===== src/hw/rtl/uraf_pkg.sv =====
// types and constants shared by the register access framer and its checker
package uraf_pkg;

	typedef enum logic [1:0] {
		OP_READ    = 2'd0,
		OP_WRITE   = 2'd1,
		OP_PAYLOAD = 2'd2,
		OP_RX      = 2'd3
	} op_t;

	typedef enum logic [1:0] {
		KIND_TX   = 2'd0,
		KIND_DATA = 2'd1,
		KIND_DONE = 2'd2
	} kind_t;

	typedef enum logic [2:0] {
		PH_IDLE      = 3'd0,
		PH_PAYLOAD   = 3'd1,
		PH_RX_FIRST  = 3'd2,
		PH_RX_LEN    = 3'd3,
		PH_RX_DATA   = 3'd4,
		PH_RX_STATUS = 3'd5,
		PH_W_SECOND  = 3'd6
	} phase_t;

	typedef struct packed {
		op_t        operation;
		logic [7:0] reg_addr;
		logic [7:0] length;
		logic [7:0] data_byte;
	} req_t;

	typedef struct packed {
		kind_t      kind;
		logic [7:0] byte_value;
		logic [7:0] result_code;
		logic       last;
	} rsp_t;

	localparam logic [7:0] SYNC_TX   = 8'haa;
	localparam logic [7:0] CMD_READ  = 8'h01;
	localparam logic [7:0] CMD_WRITE = 8'h00;
	localparam logic [7:0] ACK_READ  = 8'hbb;
	localparam logic [7:0] ACK_STAT  = 8'hee;
	localparam logic [7:0] STAT_OK   = 8'h01;
	localparam logic [7:0] CODE_OK   = 8'h00;
	localparam logic [7:0] CODE_BAD  = 8'hff;

	localparam int unsigned MAX_RES = 4;

endpackage


===== src/hw/rtl/uart_register_access_framer_unit.sv =====
// register access framer: request framing, reply parsing and result buffering
//
// Every accepted item is decoded in the cycle it is taken and its results (up to four)
// are written into a four-entry result buffer, which feeds an output register one
// result per cycle while the output is not stalled. A read or write request gives four
// results, a payload byte one, a received byte none to two. A new item is
// taken as soon as the buffer is empty or hands over its last entry, even while the
// output register still holds a result that has not been taken. Requests that arrive
// while a transaction is open, and received bytes while idle, produce no results.
module uart_register_access_framer_unit
	import uraf_pkg::*;
(
	input  logic clk,
	input  logic arst_n,
	input  logic req_valid,
	output logic req_stall,
	input  req_t req,
	output logic rsp_valid,
	input  logic rsp_stall,
	output rsp_t rsp
);

	phase_t     phase_q, phase_d;
	logic       is_write_q, is_write_d;
	logic [7:0] exp_len_q, exp_len_d;
	logic [7:0] byte_cnt_q, byte_cnt_d;
	logic [7:0] first_reply_q, first_reply_d;

	rsp_t       res_d [MAX_RES];
	logic [2:0] res_n;
	rsp_t       buf_q [MAX_RES];
	logic [2:0] rem_q;
	logic [1:0] idx_q;

	logic       accept;
	logic       move;
	logic [7:0] cnt_inc;

	function automatic rsp_t mk(kind_t k, logic [7:0] v, logic [7:0] c);
		rsp_t r;
		r.kind        = k;
		r.byte_value  = v;
		r.result_code = c;
		r.last        = 1'b0;
		return r;
	endfunction

	assign move      = (rem_q != 3'd0) && (!rsp_valid || !rsp_stall);
	assign req_stall = !((rem_q == 3'd0) || (rem_q == 3'd1 && move));
	assign accept    = req_valid && !req_stall;
	assign cnt_inc   = byte_cnt_q + 8'd1;

	always_comb begin
		phase_d       = phase_q;
		is_write_d    = is_write_q;
		exp_len_d     = exp_len_q;
		byte_cnt_d    = byte_cnt_q;
		first_reply_d = first_reply_q;
		res_n         = 3'd0;
		for (int i = 0; i < MAX_RES; i++) begin
			res_d[i] = mk(KIND_TX, 8'd0, 8'd0);
		end
		unique case (req.operation)
			OP_READ, OP_WRITE: begin
				if (phase_q == PH_IDLE) begin
					is_write_d = (req.operation == OP_WRITE);
					exp_len_d  = req.length;
					byte_cnt_d = 8'd0;
					res_d[0]   = mk(KIND_TX, SYNC_TX, 8'd0);
					res_d[1]   = mk(KIND_TX, (req.operation == OP_WRITE) ? CMD_WRITE : CMD_READ,
						8'd0);
					res_d[2]   = mk(KIND_TX, req.reg_addr, 8'd0);
					res_d[3]   = mk(KIND_TX, req.length, 8'd0);
					res_n      = 3'd4;
					if (req.operation == OP_WRITE && req.length != 8'd0) begin
						phase_d = PH_PAYLOAD;
					end else begin
						phase_d = PH_RX_FIRST;
					end
				end
			end
			OP_PAYLOAD: begin
				if (phase_q == PH_PAYLOAD) begin
					res_d[0]   = mk(KIND_TX, req.data_byte, 8'd0);
					res_n      = 3'd1;
					byte_cnt_d = cnt_inc;
					if (cnt_inc == exp_len_q) begin
						phase_d = PH_RX_FIRST;
					end
				end
			end
			OP_RX: begin
				unique case (phase_q)
					PH_RX_FIRST: begin
						priority if (is_write_q) begin
							first_reply_d = req.data_byte;
							phase_d       = PH_W_SECOND;
						end else if (req.data_byte == ACK_READ) begin
							phase_d = PH_RX_LEN;
						end else if (req.data_byte == ACK_STAT) begin
							phase_d = PH_RX_STATUS;
						end else begin
							res_d[0] = mk(KIND_DONE, 8'd0, CODE_BAD);
							res_n    = 3'd1;
							phase_d  = PH_IDLE;
						end
					end
					PH_RX_LEN: begin
						priority if (req.data_byte != exp_len_q) begin
							res_d[0] = mk(KIND_DONE, 8'd0, CODE_BAD);
							res_n    = 3'd1;
							phase_d  = PH_IDLE;
						end else if (exp_len_q == 8'd0) begin
							res_d[0] = mk(KIND_DONE, 8'd0, CODE_OK);
							res_n    = 3'd1;
							phase_d  = PH_IDLE;
						end else begin
							byte_cnt_d = 8'd0;
							phase_d    = PH_RX_DATA;
						end
					end
					PH_RX_DATA: begin
						res_d[0]   = mk(KIND_DATA, req.data_byte, 8'd0);
						res_n      = 3'd1;
						byte_cnt_d = cnt_inc;
						if (cnt_inc == exp_len_q) begin
							res_d[1] = mk(KIND_DONE, 8'd0, CODE_OK);
							res_n    = 3'd2;
							phase_d  = PH_IDLE;
						end
					end
					PH_RX_STATUS: begin
						res_d[0] = mk(KIND_DONE, 8'd0, req.data_byte);
						res_n    = 3'd1;
						phase_d  = PH_IDLE;
					end
					PH_W_SECOND: begin
						if (first_reply_q != ACK_STAT) begin
							res_d[0] = mk(KIND_DONE, 8'd0, CODE_BAD);
						end else if (req.data_byte == STAT_OK) begin
							res_d[0] = mk(KIND_DONE, 8'd0, CODE_OK);
						end else begin
							res_d[0] = mk(KIND_DONE, 8'd0, req.data_byte);
						end
						res_n   = 3'd1;
						phase_d = PH_IDLE;
					end
					default: begin
					end
				endcase
			end
			default: begin
			end
		endcase
		for (int i = 0; i < MAX_RES; i++) begin
			res_d[i].last = ((3'(i) + 3'd1) == res_n);
		end
	end

	always_ff @(posedge clk or negedge arst_n) begin
		if (!arst_n) begin
			phase_q       <= PH_IDLE;
			is_write_q    <= 1'b0;
			exp_len_q     <= 8'd0;
			byte_cnt_q    <= 8'd0;
			first_reply_q <= 8'd0;
		end else if (accept) begin
			phase_q       <= phase_d;
			is_write_q    <= is_write_d;
			exp_len_q     <= exp_len_d;
			byte_cnt_q    <= byte_cnt_d;
			first_reply_q <= first_reply_d;
		end
	end

	// result buffer
	always_ff @(posedge clk or negedge arst_n) begin
		if (!arst_n) begin
			rem_q <= 3'd0;
			idx_q <= 2'd0;
		end else if (accept) begin
			rem_q <= res_n;
			idx_q <= 2'd0;
		end else if (move) begin
			rem_q <= rem_q - 3'd1;
			idx_q <= idx_q + 2'd1;
		end
	end

	always_ff @(posedge clk) begin
		if (accept) begin
			buf_q <= res_d;
		end
	end

	// output register
	always_ff @(posedge clk or negedge arst_n) begin
		if (!arst_n) begin
			rsp_valid <= 1'b0;
		end else if (move) begin
			rsp_valid <= 1'b1;
		end else if (!rsp_stall) begin
			rsp_valid <= 1'b0;
		end
	end

	always_ff @(posedge clk) begin
		if (move) begin
			rsp <= buf_q[idx_q];
		end
	end

endmodule


===== config.mk =====
export PLATFORM = sky130hd
export DESIGN_NAME = uart_register_access_framer_unit
export DESIGN_NICKNAME = d
export VERILOG_FILES = /design/src/hw/rtl/uraf_pkg.sv /design/src/hw/rtl/uart_register_access_framer_unit.sv
export SDC_FILE = /design/constraint.sdc
export NUM_CORES = 1
export LEC_CHECK = 0
export BUFFER_PORTS_ARGS = -buffer_cell sky130_fd_sc_hd__buf_2
export CAP_MARGIN = 20
export CORE_ASPECT_RATIO = 2
export CORE_MARGIN = 3
export CORE_UTILIZATION = 63
export DETAILED_ROUTE_END_ITERATION = 16
export PLACE_DENSITY = 0.88
export SYNTH_ARGS = -nofsm -noshare
export SYNTH_HDL_FRONTEND = slang
export SYNTH_SLANG_ARGS = --single-unit

===== constraint.sdc =====
create_clock -name clk -period 3.8 [get_ports clk]
set_input_delay 1.14 -clock clk [delete_from_list [all_inputs] [get_ports clk]]
set_output_delay 1.14 -clock clk [all_outputs]
set_load 0.02 [all_outputs]

# Word-level counts from Yosys, hierarchy flattened
# Cells that the tools add are included.
[totals] ff_bits=129 in_bits=30 elab_cells=137
[op_classes] n_addsub=3 n_lt_le_gt_ge=1 eq_ne=29 muxes=52 bitwise=1 reduce_logical=23
[op_table] cell="$mux 19" n=10
[op_table] cell="$pmux 19 s5" n=1
[op_table] cell="$mux 74" n=1
[op_table] cell="$pmux 19 s3" n=1
[op_table] cell="$bmux 19 s2" n=1
[op_table] cell="$pmux 19 s2" n=1
[op_table] cell="$mux 3" n=12
[op_table] cell="$mux 8" n=4
[op_table] cell="$pmux 8 s3" n=1
[op_table] cell="$pmux 3 s3" n=2
[op_table] cell="$mux 17" n=1
[op_table] cell="$eq 8x8->1 const B" n=2
[op_table] cell="$pmux 8 s2" n=1
[op_table] cell="$pmux 3 s4" n=1
[op_table] cell="$reduce_and 6->1" n=2
[op_table] cell="$eq 3x3->1 const B" n=3
[op_table] cell="$mux 1" n=9
[op_table] cell="$mux 9" n=1
[op_table] cell="$ne 3x3->1 const B" n=3
[op_table] cell="$add 8x1->8 const B" n=1
[op_table] cell="$eq 8x1->1 const B" n=1
[op_table] cell="$eq 8x8->1" n=1
[op_table] cell="$logic_not 8->1" n=1
[op_table] cell="$mux 2" n=4
[op_table] cell="30 further kinds" n=44

# Depth between registers and ports, before layout
# Gate-level depths: netlist (run 1).
[logic_depth] depth_word=7 depth_mapped=8 ltp_nobuf=8

# Least setup slack after synthesis (run 1)
# Ideal clock, no wire load.
[synth_path] path_kind="in2reg" start="input port rsp_stall" end="register rem_q[1]" arrival_ps=2858 setup_slack_ps=817 stages=3 n_path_buf=0 path_cell_list="a21oi_1 mux2i_1 mux2_2"
[synth_between] elab_chain_len=7
[synth_lines] element="start: declaration" line="uart_register_access_framer_unit.sv:19" text="input logic rsp_stall,"
[synth_lines] element="$logic_not 1->1 *"
[synth_lines] element="$logic_or 1x1->1 *" line="uart_register_access_framer_unit.sv:48" text="assign move = (rem_q != 3'd0) && (!rsp_valid || !rsp_stall);"
[synth_lines] element="$logic_and 1x1->1 *" line="uart_register_access_framer_unit.sv:48"
[synth_lines] element="$logic_and 1x1->1" line="uart_register_access_framer_unit.sv:49" text="assign req_stall = !((rem_q == 3'd0) || (rem_q == 3'd1 && move));"
[synth_lines] element="$logic_or 1x1->1" line="uart_register_access_framer_unit.sv:49"
[synth_lines] element="$logic_and 1x1->1" line="uart_register_access_framer_unit.sv:50" text="assign accept = req_valid && !req_stall;"
[synth_lines] element="$mux 3 / $reduce_bool 2->1 (equally long branches)"
[synth_lines] element="end signal: assignment" line="uart_register_access_framer_unit.sv:182" text="rem_q <= res_n;"
[synth_lines] element="end signal: assignment" line="uart_register_access_framer_unit.sv:185" text="rem_q <= rem_q - 3'd1;"
[synth_lines] element="end: declaration" line="uart_register_access_framer_unit.sv:32" text="logic [2:0] rem_q;"
# Mark *: on every way between the ends. The rest lies on a longest branch, timed or not.
# A chain may end at the register's enable or synchronous reset.

# Worst setup path after layout (run 1)
[layout_path] start="input port rsp_stall" end="output port req_stall"
[layout_between] elab_chain_len=6
[layout_lines] element="$logic_not 1->1"
[layout_lines] element="$logic_or 1x1->1" line="uart_register_access_framer_unit.sv:48"
[layout_lines] element="$logic_and 1x1->1" line="uart_register_access_framer_unit.sv:48"
[layout_lines] element="$logic_and 1x1->1" line="uart_register_access_framer_unit.sv:49"
[layout_lines] element="$logic_or 1x1->1" line="uart_register_access_framer_unit.sv:49"
[layout_lines] element="$logic_not 1->1" line="uart_register_access_framer_unit.sv:49"
[layout_lines] element="end: declaration" line="uart_register_access_framer_unit.sv:16" text="output logic req_stall,"
# Every way passes these cells.

==> flow_metrics.env, run 1 <==
export IMPL_status="finished clean"
export IMPL_yosys_area_top_type="edfxtp_1"
export IMPL_grt_pass1_wl_mm=15.6
export IMPL_maxCapViolCount=0
export IMPL_clock_sinks=93
export IMPL_cts_tree="done"
export IMPL_netlist_instances=368
export IMPL_fillers=498
export IMPL_clk_path_buf_depth=2
export IMPL_slew_headroom_pct=41.7
export IMPL_synthDistinctLibCells=56
export IMPL_synthFlopType="edfxtp_1"
export IMPL_cp_slowest_cell="a21boi_0"
export IMPL_syn_nets=402
export IMPL_hold_class="flip-flop to flip-flop"
export IMPL_p_per_area_nw_per_um2=712
export IMPL_ctsHtreeMaxLevel=3
export IMPL_initial_core_util_pct=65.2
export IMPL_finalSetupViolCount=0
export IMPL_placedCellCount=498
export IMPL_place_area_um2=4880
export IMPL_power_frac_seq_pct=46.4
export IMPL_p_sw_share_pct=35.2
export IMPL_route_vias_total=3137
export IMPL_dieHeight_um=126
export IMPL_power_internal_mw=2.37
export IMPL_drc=0
export IMPL_synth_seq_cells=93
export IMPL_clockRootBuffer="clkbuf_16"
export IMPL_critical_path_peak_fanout=3
export IMPL_min_period_ns=2.89
export IMPL_crit_path_frequent_cell="buf_2"
export IMPL_grt_max_degree=35
export IMPL_crit_path_end_kind="primary output"
export IMPL_share_comb_of_total_power_pct=31.3
export IMPL_min_period_over_period_pct=76.0
export IMPL_seq_area_frac_synth_pct=57.5
export IMPL_syn_avg_cell_area_um2=12.4
export IMPL_fmax_ghz=0.346
export IMPL_die_area_um2=8360
export IMPL_drt_iter0_drc=311
export IMPL_ioPinCount=51
export IMPL_worstSkewPairLatency_ns=0.35
export IMPL_wire_per_inst_um=18.5
export IMPL_cp_top_family="compound AO/OA/AOI/OAI gates"
export IMPL_antenna_found_initial=0
export IMPL_design_area_um2=5150
export IMPL_post_cts_resized_instances=0
export IMPL_drv_slew=0
export IMPL_overflow=0
export IMPL_die_x_um=66.2
export IMPL_cts_buffers=9
export IMPL_wl_met2_mm=5.19
export IMPL_areaGrowthSynthToFinish_pct=12.8
export IMPL_wirelength_met1_mm=3.25
export IMPL_rows=43
export IMPL_clk_pin_slew_ns=0.06
export IMPL_cpPeakStageDelay_ns=0.22
export IMPL_rsz0062_at_grt="no"
export IMPL_crit_chain="buf_2, a21boi_0, o21ai_0, buf_2"
export IMPL_start_kind="input port"
export IMPL_crit_required_ns=2.66
export IMPL_ant_nets=0
export IMPL_holdBufCountCts=0
export IMPL_path_class="input port to primary output"
export IMPL_p_leak_nw=2.10
export IMPL_post_cts_buffers=0
export IMPL_antenna_cells=0
export IMPL_hpwl_mm=6.90
export IMPL_dr_pass1_iters=4
export IMPL_pwr_share_clk_pct=22.3
export IMPL_track_usage_pct=25.2
export IMPL_nNetsFinal=453
export IMPL_clock_skew_ns=0.00400
export IMPL_place_gp_congestion=0.928
export IMPL_synth_area_top_cells="edfxtp_1, dfrtp_1, mux2_2, and2_1, mux2i_1"
export IMPL_tightest_slew_ns=0.875
export IMPL_timing_hold_ws_ns=0.496
export IMPL_synth_top_cell_area_share_pct=38.8
export IMPL_layout_setup_ws_ns=0.910
export IMPL_synthArstFlopShare_pct=36.6
export IMPL_fin_setup_tns_ns=0
export IMPL_highest_layer="met4"
export IMPL_portBuffers=50
export IMPL_final_hold_violation_count=0
export IMPL_wirelength_mm=9.48
export IMPL_peakVddDrop_mv=0.357
export IMPL_power_mw=3.67
export IMPL_synth_warnings=0
export IMPL_crit_buf_inv=2
export IMPL_wl_met3_um=503
export IMPL_synth_edf_count=59
export IMPL_grt_pass1_vias=3184
export IMPL_layoutNonFillerInstCount=514
export IMPL_p_switching_mw=1.29
export IMPL_core_area_um2=6990
export IMPL_place_ws_ns=0.702
export IMPL_via_per_inst=6.10
export IMPL_drive_gt1_share_pct=25.0
export IMPL_worstPathArrival_ns=1.75
export IMPL_utilization_pct=73.6
export IMPL_syn_area_um2=4560
worst reg2reg max path: cells and delay by family, from the launching register on:
kind / cells / cell delay (ns)
AOI/OAI and AO/OA: 3 / 0.94
adders and majority gates: 1 / 0.31
DFF: 1 / 0.45
muxes: 1 / 0.33
and+or+nand+nor: 2 / 0.44
final timing paths:
kind,startpoint,end,slack [ns],cells past startpoint
min in group asynchronous,arst_n,exp_len_q[3]$_DFFE_PN0P_,0.87,1
setup / recovery,rsp_stall,req_stall,0.91,4
hold reg to reg,rem_q[2]$_DFFE_PN0P_,rsp_valid$_DFFE_PN0P_,0.50,2
hold / removal,rem_q[2]$_DFFE_PN0P_,rsp_valid$_DFFE_PN0P_,0.50,2
max in group asynchronous,arst_n,first_reply_q[7]$_DFFE_PN0P_,2.42,1
setup reg to reg,byte_cnt_q[0]$_DFFE_PN0P_,phase_q[0]$_DFFE_PN0P_,1.22,7
power by group through the flow:
stage                     combinational [mW]  clock (mW)  sequential, mW
after floorplan                        0.789           0            1.74
after global placement                  1.11           0            1.70
after detailed placement                1.15           0            1.72
after CTS                               1.15       0.824            1.70
after global routing                    1.27       0.869            1.74
final                                   1.15       0.818            1.70
cells in the mapped netlist (all sizes together) (2+ instances only):
library cell  instances
edfxtp               59
dfrtp                34
and2                 32
nand2                27
o21ai                22
mux2                 19
nor2                 16
xor2                 13
o31ai                12
mux2i                11
xnor2                11
nor4                 10
buf                   8
inv                   8
nand3                 8
o21a                  8
a21oi                 7
clkbuf                6
nor2b                 6
nor3                  6
a21o                  5
a21boi                4
ha                    4
a31oi                 3
and3                  3
and4bb                2
mux4                  2
nand2b                2
nand3b                2
nand4b                2
o211ai                2
cell type report:
cell class / count / area [um2] / area share [%]
tap: 90 / 113 / 2.19
timing repair buffer: 54 / 280 / 5.44
inverter: 8 / 30.0 / 0.583
multi-input combinational: 253 / 1840 / 35.7
clock buffer: 10 / 229 / 4.45
clock inverter: 6 / 38.8 / 0.753
sequential: 93 / 2620 / 50.9
routing by layer:
layer | track usage (%) | vias to the layer above
li1 | - | 1454
met1 | 28.0 | 1527
met2 | 42.9 | 123
met3 | 4.78 | 33
met4 | 15.8 | 0
met5 | 0 | -
kinds of logic (layout without fill, tap and decap cells):
group / after synthesis / in the layout / share of synthesized area (%)
compound gates: 72 / 72 / 10.8
xor+xnor: 24 / 24 / 4.77
fa+ha+maj: 5 / 5 / 1.32
buf+inv: 22 / 78 / 2.39
flops: 93 / 93 / 57.5
mux: 32 / 32 / 8.09
other cells: 1 / 1 / 0.0822
simple gates: 119 / 119 / 15.1
cell usage in the layout, fill, tap and decap left out, types with 3 or more instances in the layout:
cell type,synthesis,layout
nand2_1,26,26
nor2_1,16,16
nor4_1,6,6
nor3_1,4,4
a21boi_0,3,3
o31ai_1,12,12
xnor2_1,11,11
edfxtp_1,59,59
xor2_1,12,12
a21o_1,5,5
mux2i_1,11,11
ha_1,4,4
a21oi_1,7,6
buf_2,3,50
o21a_1,8,8
mux2_2,18,18
nand3_1,8,8
nor4_2,4,4
nor2b_1,6,6
dfrtp_1,34,34
inv_1,7,7
buf_4,0,4
o21ai_0,20,20
clkbuf_16,0,9
a31oi_1,3,3
and3_1,3,3
and2_1,30,30
registers in the layout (all words and copies together), names as in the netlist:
name           flops
buf_q             40
byte_cnt_q         8
exp_len_q          8
first_reply_q      8
idx_q              2
is_write_q         1
phase_q            3
rem_q              3
rsp               19
rsp_valid          1
No activity file was read; power rests on OpenSTA's default activity.
==> run 2: changes to the inputs <==
--- a/config.mk
+++ b/config.mk
@@ -9,9 +9,9 @@
 export CAP_MARGIN = 20
 export CORE_ASPECT_RATIO = 2
 export CORE_MARGIN = 3
-export CORE_UTILIZATION = 63
+export CORE_UTILIZATION = 58
 export DETAILED_ROUTE_END_ITERATION = 16
-export PLACE_DENSITY = 0.88
+export PLACE_DENSITY = 0.82
 export SYNTH_ARGS = -nofsm -noshare
 export SYNTH_HDL_FRONTEND = slang
 export SYNTH_SLANG_ARGS = --single-unit
==> constraint.sdc (replaced) <==
create_clock -name clk -period 2.8 [get_ports clk]
set_input_delay 0.84 -clock clk [delete_from_list [all_inputs] [get_ports clk]]
set_output_delay 0.84 -clock clk [all_outputs]
set_load 0.02 [all_outputs]
==> run 2 against run 1 <==
Net effect:
- routed wire length rose by 5.7%
- total power rose by 41%
- via count rose by 1.6%
- largest power group unchanged
- non-clock buffer count rose by 6
- global-route usage fell by 0.98 points
- utilization fell by 4.4 points
- clock power rose by 53%
- final cell count rose by 1.9%
- combinational power rose by 38%
- critical path depth rose by 3
- setup slack got worse by 0.56 ns
- sequential cell count did not move
==> flow_metrics.env, run 2 (synthesis gave the netlist of run 1 again) <==
export IMPL_path_class="input port to flip-flop"
export IMPL_layout_setup_ws_ns=0.353
export IMPL_crit_required_ns=3.02
export IMPL_via_per_inst=6.08
export IMPL_seqCellArea_um2=2620
export IMPL_clk_pin_slew_ns=0.07
export IMPL_top_regs="buf_q: 40 flops, rsp: 19 flops"
export IMPL_track_usage_pct=24.2
export IMPL_ctsHtreeMaxLevel=3
export IMPL_grt_pass1_vias=3184
export IMPL_cts_buffers=9
export IMPL_hpwl_mm=7.21
export IMPL_route_vias_total=3188
export IMPL_die_area_um2=9030
export IMPL_fillers=556
export IMPL_nNetsFinal=459
export IMPL_fmax_ghz=0.409
export IMPL_drt_iter0_drc=274
export IMPL_fin_setup_tns_ns=0
export IMPL_hold_class="flip-flop to flip-flop"
export IMPL_worstPathArrival_ns=2.67
export IMPL_share_comb_of_total_power_pct=30.8
export IMPL_power_mw=5.17
export IMPL_drive_gt1_share_pct=26.5
export IMPL_ioPinCount=51
export IMPL_max_flop_register="buf_q"
export IMPL_clock_sinks=93
export IMPL_critical_path_peak_fanout=9
export IMPL_pwr_share_clk_pct=24.2
export IMPL_worstSkewPairLatency_ns=0.35
export IMPL_grt_max_degree=48
export IMPL_multi_input_area_um2=1840
export IMPL_tightest_slew_ns=0.829
export IMPL_portBuffers=50
export IMPL_antenna_found_initial=0
export IMPL_utilization_pct=69.2
export IMPL_post_cts_resized_instances=0
export IMPL_holdBufCountCts=0
export IMPL_post_cts_buffers=0
export IMPL_layoutNonFillerInstCount=524
export IMPL_start_kind="input port"
export IMPL_final_cell_mix="edfxtp_1, buf_2, dfrtp_1"
export IMPL_layout_commonest_cell="edfxtp_1"
export IMPL_finalSetupViolCount=0
export IMPL_rsz0062_at_grt="no"
export IMPL_min_period_ns=2.45
export IMPL_power_frac_seq_pct=45.0
export IMPL_p_switching_mw=1.81
export IMPL_die_x_um=68.7
export IMPL_grt_pass1_wl_mm=16.0
export IMPL_dieHeight_um=131
export IMPL_peakVddDrop_mv=0.590
export IMPL_areaGrowthSynthToFinish_pct=15.3
export IMPL_clock_skew_ns=0.00563
export IMPL_initial_core_util_pct=60.0
export IMPL_rows=45
export IMPL_cts_tree="done"
export IMPL_min_period_over_period_pct=87.4
export IMPL_overflow=0
export IMPL_p_leak_nw=2.16
export IMPL_placedCellCount=508
export IMPL_p_sw_share_pct=35.0
export IMPL_wirelength_mm=10.0
export IMPL_drv_slew=0
export IMPL_wire_per_inst_um=19.1
export IMPL_clk_path_buf_depth=2
export IMPL_largest_reg_flops=40
export IMPL_drc=0
export IMPL_core_area_um2=7600
export IMPL_ant_nets=0
export IMPL_place_gp_congestion=0.976
export IMPL_power_internal_mw=3.36
export IMPL_status="finished clean"
export IMPL_antenna_cells=0
export IMPL_crit_path_end_kind="flip-flop"
export IMPL_maxCapViolCount=0
export IMPL_dr_pass1_iters=4
export IMPL_slew_headroom_pct=44.7
export IMPL_place_ws_ns=0.0297
export IMPL_clockRootBuffer="clkbuf_16"
export IMPL_p_per_area_nw_per_um2=983
export IMPL_final_hold_violation_count=0
[run 2: worst paths after layout]
path                       slack, ns  depth (start not counted)                      start                        end
max in group asynchronous       1.68                          1                     arst_n       rem_q[0]$_DFFE_PN0P_
setup / recovery                0.35                          7                     req[4]  byte_cnt_q[7]$_DFFE_PN0P_
min in group asynchronous       0.59                          1                     arst_n   exp_len_q[7]$_DFFE_PN0P_
setup reg to reg                0.37                          7  byte_cnt_q[0]$_DFFE_PN0P_     phase_q[0]$_DFFE_PN0P_
hold reg to reg                 0.49                          2       rem_q[2]$_DFFE_PN0P_      rsp_valid$_DFFE_PN0P_
hold / removal                  0.49                          2       rem_q[2]$_DFFE_PN0P_      rsp_valid$_DFFE_PN0P_
[run 2: power by group through the flow]
| stage | combinational, mW | clock, mW | sequential, mW |
|---|---|---|---|
| 2_1_floorplan | 1.07 | 0 | 2.36 |
| 3_3_place_gp | 1.54 | 0 | 2.33 |
| 3_5_place_dp | 1.59 | 0 | 2.35 |
| 4_1_cts | 1.60 | 1.27 | 2.33 |
| 5_1_grt | 1.76 | 1.31 | 2.38 |
| 6_report | 1.59 | 1.25 | 2.33 |
[run 2: layout make-up]
cell class,count,share of cell area (%)
tap,94,2.23
sequential,93,49.8
clock inverter,7,1.55
timing repair buffer,60,6.66
inverter,8,0.571
clock buffer,9,4.28
multi-input combinational,253,34.9
[run 2: metrics by stage]
step           instance area [um2]  hold slack (ns)
4_1_cts                       5260            0.494
6_report                      5260            0.490
3_5_place_dp                  4960            0.477
3_3_place_gp                  4960            0.465
2_1_floorplan                 4560            0.445
5_1_grt                       5260            0.507
[run 2: layer usage]
layer | vias up | track usage, % | part of all wire, %
li1 | 1464 | - | -
met1 | 1580 | 28.7 | 35
met2 | 109 | 40.6 | 56
met3 | 35 | 3.51 | 5.0
met4 | 0 | 12.9 | 4.3
met5 | - | 0 | 0
[run 2: critical path: stages]
cell and delay, ns:
buf_2 0.15, xor2_2 0.19, nor4_2 0.38, nand3_1 0.19, o311a_1 0.50, o31ai_1 0.31, o31ai_1 0.11
==> run 3: changes to the inputs <==
--- a/config.mk
+++ b/config.mk
@@ -9,9 +9,10 @@
 export CAP_MARGIN = 20
 export CORE_ASPECT_RATIO = 2
 export CORE_MARGIN = 3
-export CORE_UTILIZATION = 58
+export CORE_UTILIZATION = 61
+export CTS_BUF_LIST = sky130_fd_sc_hd__clkbuf_8
 export DETAILED_ROUTE_END_ITERATION = 16
-export PLACE_DENSITY = 0.82
+export PLACE_DENSITY = 0.86
 export SYNTH_ARGS = -nofsm -noshare
 export SYNTH_HDL_FRONTEND = slang
 export SYNTH_SLANG_ARGS = --single-unit
==> run 3 against run 2 <==
Net effect:
- register-to-register slack worse by 0.17 ns
- total power is 5.0% lower
- final cell count is 0.19% lower
- setup slack worse by 0.16 ns
- die area is 4.6% lower
- clock-buffer cell count stayed put
- critical path type is now flip-flop to flip-flop
- critical endpoint is now phase_q[0]$_DFFE_PN0P_
- largest power group unchanged
==> flow_metrics.env, run 3 (synthesis gave the netlist of run 1 again) <==
export IMPL_crit_required_ns=3.05
export IMPL_pwr_share_clk_pct=20.3
export IMPL_nNetsFinal=460
export IMPL_die_x_um=67.2
export IMPL_critical_path_peak_fanout=6
export IMPL_wire_per_inst_um=19.1
export IMPL_path_class="flip-flop to flip-flop"
export IMPL_final_cell_mix="edfxtp_1, buf_2, dfrtp_1"
export IMPL_place_ws_ns=0.0648
export IMPL_dieHeight_um=128
export IMPL_maxCapViolCount=0
export IMPL_max_flop_register="buf_q"
export IMPL_post_cts_buffers=0
export IMPL_use_met2_pct=45.3
export IMPL_power_frac_seq_pct=47.1
export IMPL_gr_usage_met1_pct=27.5
export IMPL_hold_class="flip-flop to flip-flop"
export IMPL_dr_pass1_iters=4
export IMPL_track_usage_pct=25.5
export IMPL_slew_headroom_pct=43.9
export IMPL_crit_path_end_kind="flip-flop"
export IMPL_drv_slew=0
export IMPL_clock_sinks=93
export IMPL_multi_input_area_um2=1840
export IMPL_grt_busiest_layer="met2"
export IMPL_top_regs="buf_q: 40 flops, rsp: 19 flops"
export IMPL_overflow=0
export IMPL_rsz0062_at_grt="no"
export IMPL_drt_iter0_drc=213
export IMPL_finalSetupViolCount=0
export IMPL_hpwl_mm=7.47
export IMPL_portBuffers=50
export IMPL_drive_gt1_share_pct=26.5
export IMPL_layout_setup_ws_ns=0.196
export IMPL_utilization_pct=71.1
export IMPL_share_comb_of_total_power_pct=32.7
export IMPL_wirelength_mm=9.97
export IMPL_grt_pass1_vias=3123
export IMPL_grt_pass1_wl_mm=16.0
export IMPL_core_area_um2=7270
export IMPL_cts_tree="done"
export IMPL_clk_path_buf_depth=2
export IMPL_status="finished clean"
export IMPL_seqCellArea_um2=2620
export IMPL_worstSkewPairLatency_ns=0.36
export IMPL_p_sw_share_pct=35.5
export IMPL_clk_pin_slew_ns=0.10
export IMPL_die_area_um2=8620
export IMPL_drc=0
export IMPL_start_kind="flip-flop"
export IMPL_met3_usage_pct=4.39
export IMPL_fmax_ghz=0.384
export IMPL_min_period_over_period_pct=93.0
export IMPL_antenna_found_initial=0
export IMPL_ctsHtreeMaxLevel=3
export IMPL_peakVddDrop_mv=0.542
export IMPL_areaGrowthSynthToFinish_pct=13.2
export IMPL_layout_commonest_cell="edfxtp_1"
export IMPL_post_cts_resized_instances=0
export IMPL_p_leak_nw=2.12
export IMPL_clock_skew_ns=0.00964
export IMPL_fin_setup_tns_ns=0
export IMPL_min_period_ns=2.60
export IMPL_grt_max_degree=48
export IMPL_ant_nets=0
export IMPL_rows=44
export IMPL_p_per_area_nw_per_um2=951
export IMPL_place_gp_congestion=0.942
export IMPL_clockRootBuffer="clkbuf_8"
export IMPL_worstPathArrival_ns=2.86
export IMPL_largest_reg_flops=40
export IMPL_antenna_cells=0
export IMPL_via_per_inst=5.97
export IMPL_fillers=535
export IMPL_initial_core_util_pct=62.8
export IMPL_p_switching_mw=1.75
export IMPL_cts_buffers=9
export IMPL_route_vias_total=3123
export IMPL_power_mw=4.92
export IMPL_final_hold_violation_count=0
export IMPL_tightest_slew_ns=0.841
export IMPL_holdBufCountCts=0
export IMPL_ioPinCount=51
export IMPL_power_internal_mw=3.17
run 3: cell count changes in the layout (fill, tap and decap cells not counted), sizes merged:
cell      delta
buf          +1
bufinv       +1
clkinv       +1
clkinvlp     -2
run 3: worst max-delay path: stages, from the launching register on:
cell	delay, ns
dfrtp_1	0.46
ha_1	0.35
nand3_1	0.24
and2_1	0.23
o32ai_1	0.32
o2111ai_2	0.29
a21boi_4	0.26
mux2_1	0.33
run 3: cell type report:
cell class	count	area share, %
multi-input cells	253	35.5
well taps	92	2.23
repair buffers	61	6.68
inverters	8	0.581
flip-flops and latches	93	50.8
clock inverters	7	1.84
clock buffers	9	2.40
run 3: routing by layer:
layer	up-vias	routed length (um)
met5	-	0
met4	0	580
met3	33	405
met2	102	5610
met1	1526	3380
li1	1462	-
run 3: worst paths after layout:
path / cells after the start / slack, ns / startpoint / end
worst max-delay path: 7 / 0.20 / byte_cnt_q[0]$_DFFE_PN0P_ / phase_q[0]$_DFFE_PN0P_
worst min-delay path: 2 / 0.50 / rem_q[2]$_DFFE_PN0P_ / rsp_valid$_DFFE_PN0P_
worst max register to register: 7 / 0.20 / byte_cnt_q[0]$_DFFE_PN0P_ / phase_q[0]$_DFFE_PN0P_
worst min register to register: 2 / 0.50 / rem_q[2]$_DFFE_PN0P_ / rsp_valid$_DFFE_PN0P_
max in group asynchronous: 1 / 1.69 / arst_n / rem_q[2]$_DFFE_PN0P_
min in group asynchronous: 1 / 0.57 / arst_n / exp_len_q[6]$_DFFE_PN0P_
run 3: per-stage QoR:
step           cells  hold slack, ns  cell area, um2
3_3_place_gp     507           0.473            4950
4_1_cts          523           0.512            5170
2_1_floorplan    368           0.445            4560
3_5_place_dp     507           0.492            4950
6_report         523           0.500            5170
5_1_grt          523           0.525            5170
run 3: power groups by stage:
| stage | clock network (mW) | registers [mW] | logic, mW |
|---|---|---|---|
| CTS | 1.00 | 2.32 | 1.61 |
| floorplan | 0 | 2.36 | 1.07 |
| global route | 1.06 | 2.37 | 1.76 |
| global placement | 0 | 2.33 | 1.55 |
| finish | 0.996 | 2.31 | 1.61 |
| detailed placement | 0 | 2.35 | 1.60 |
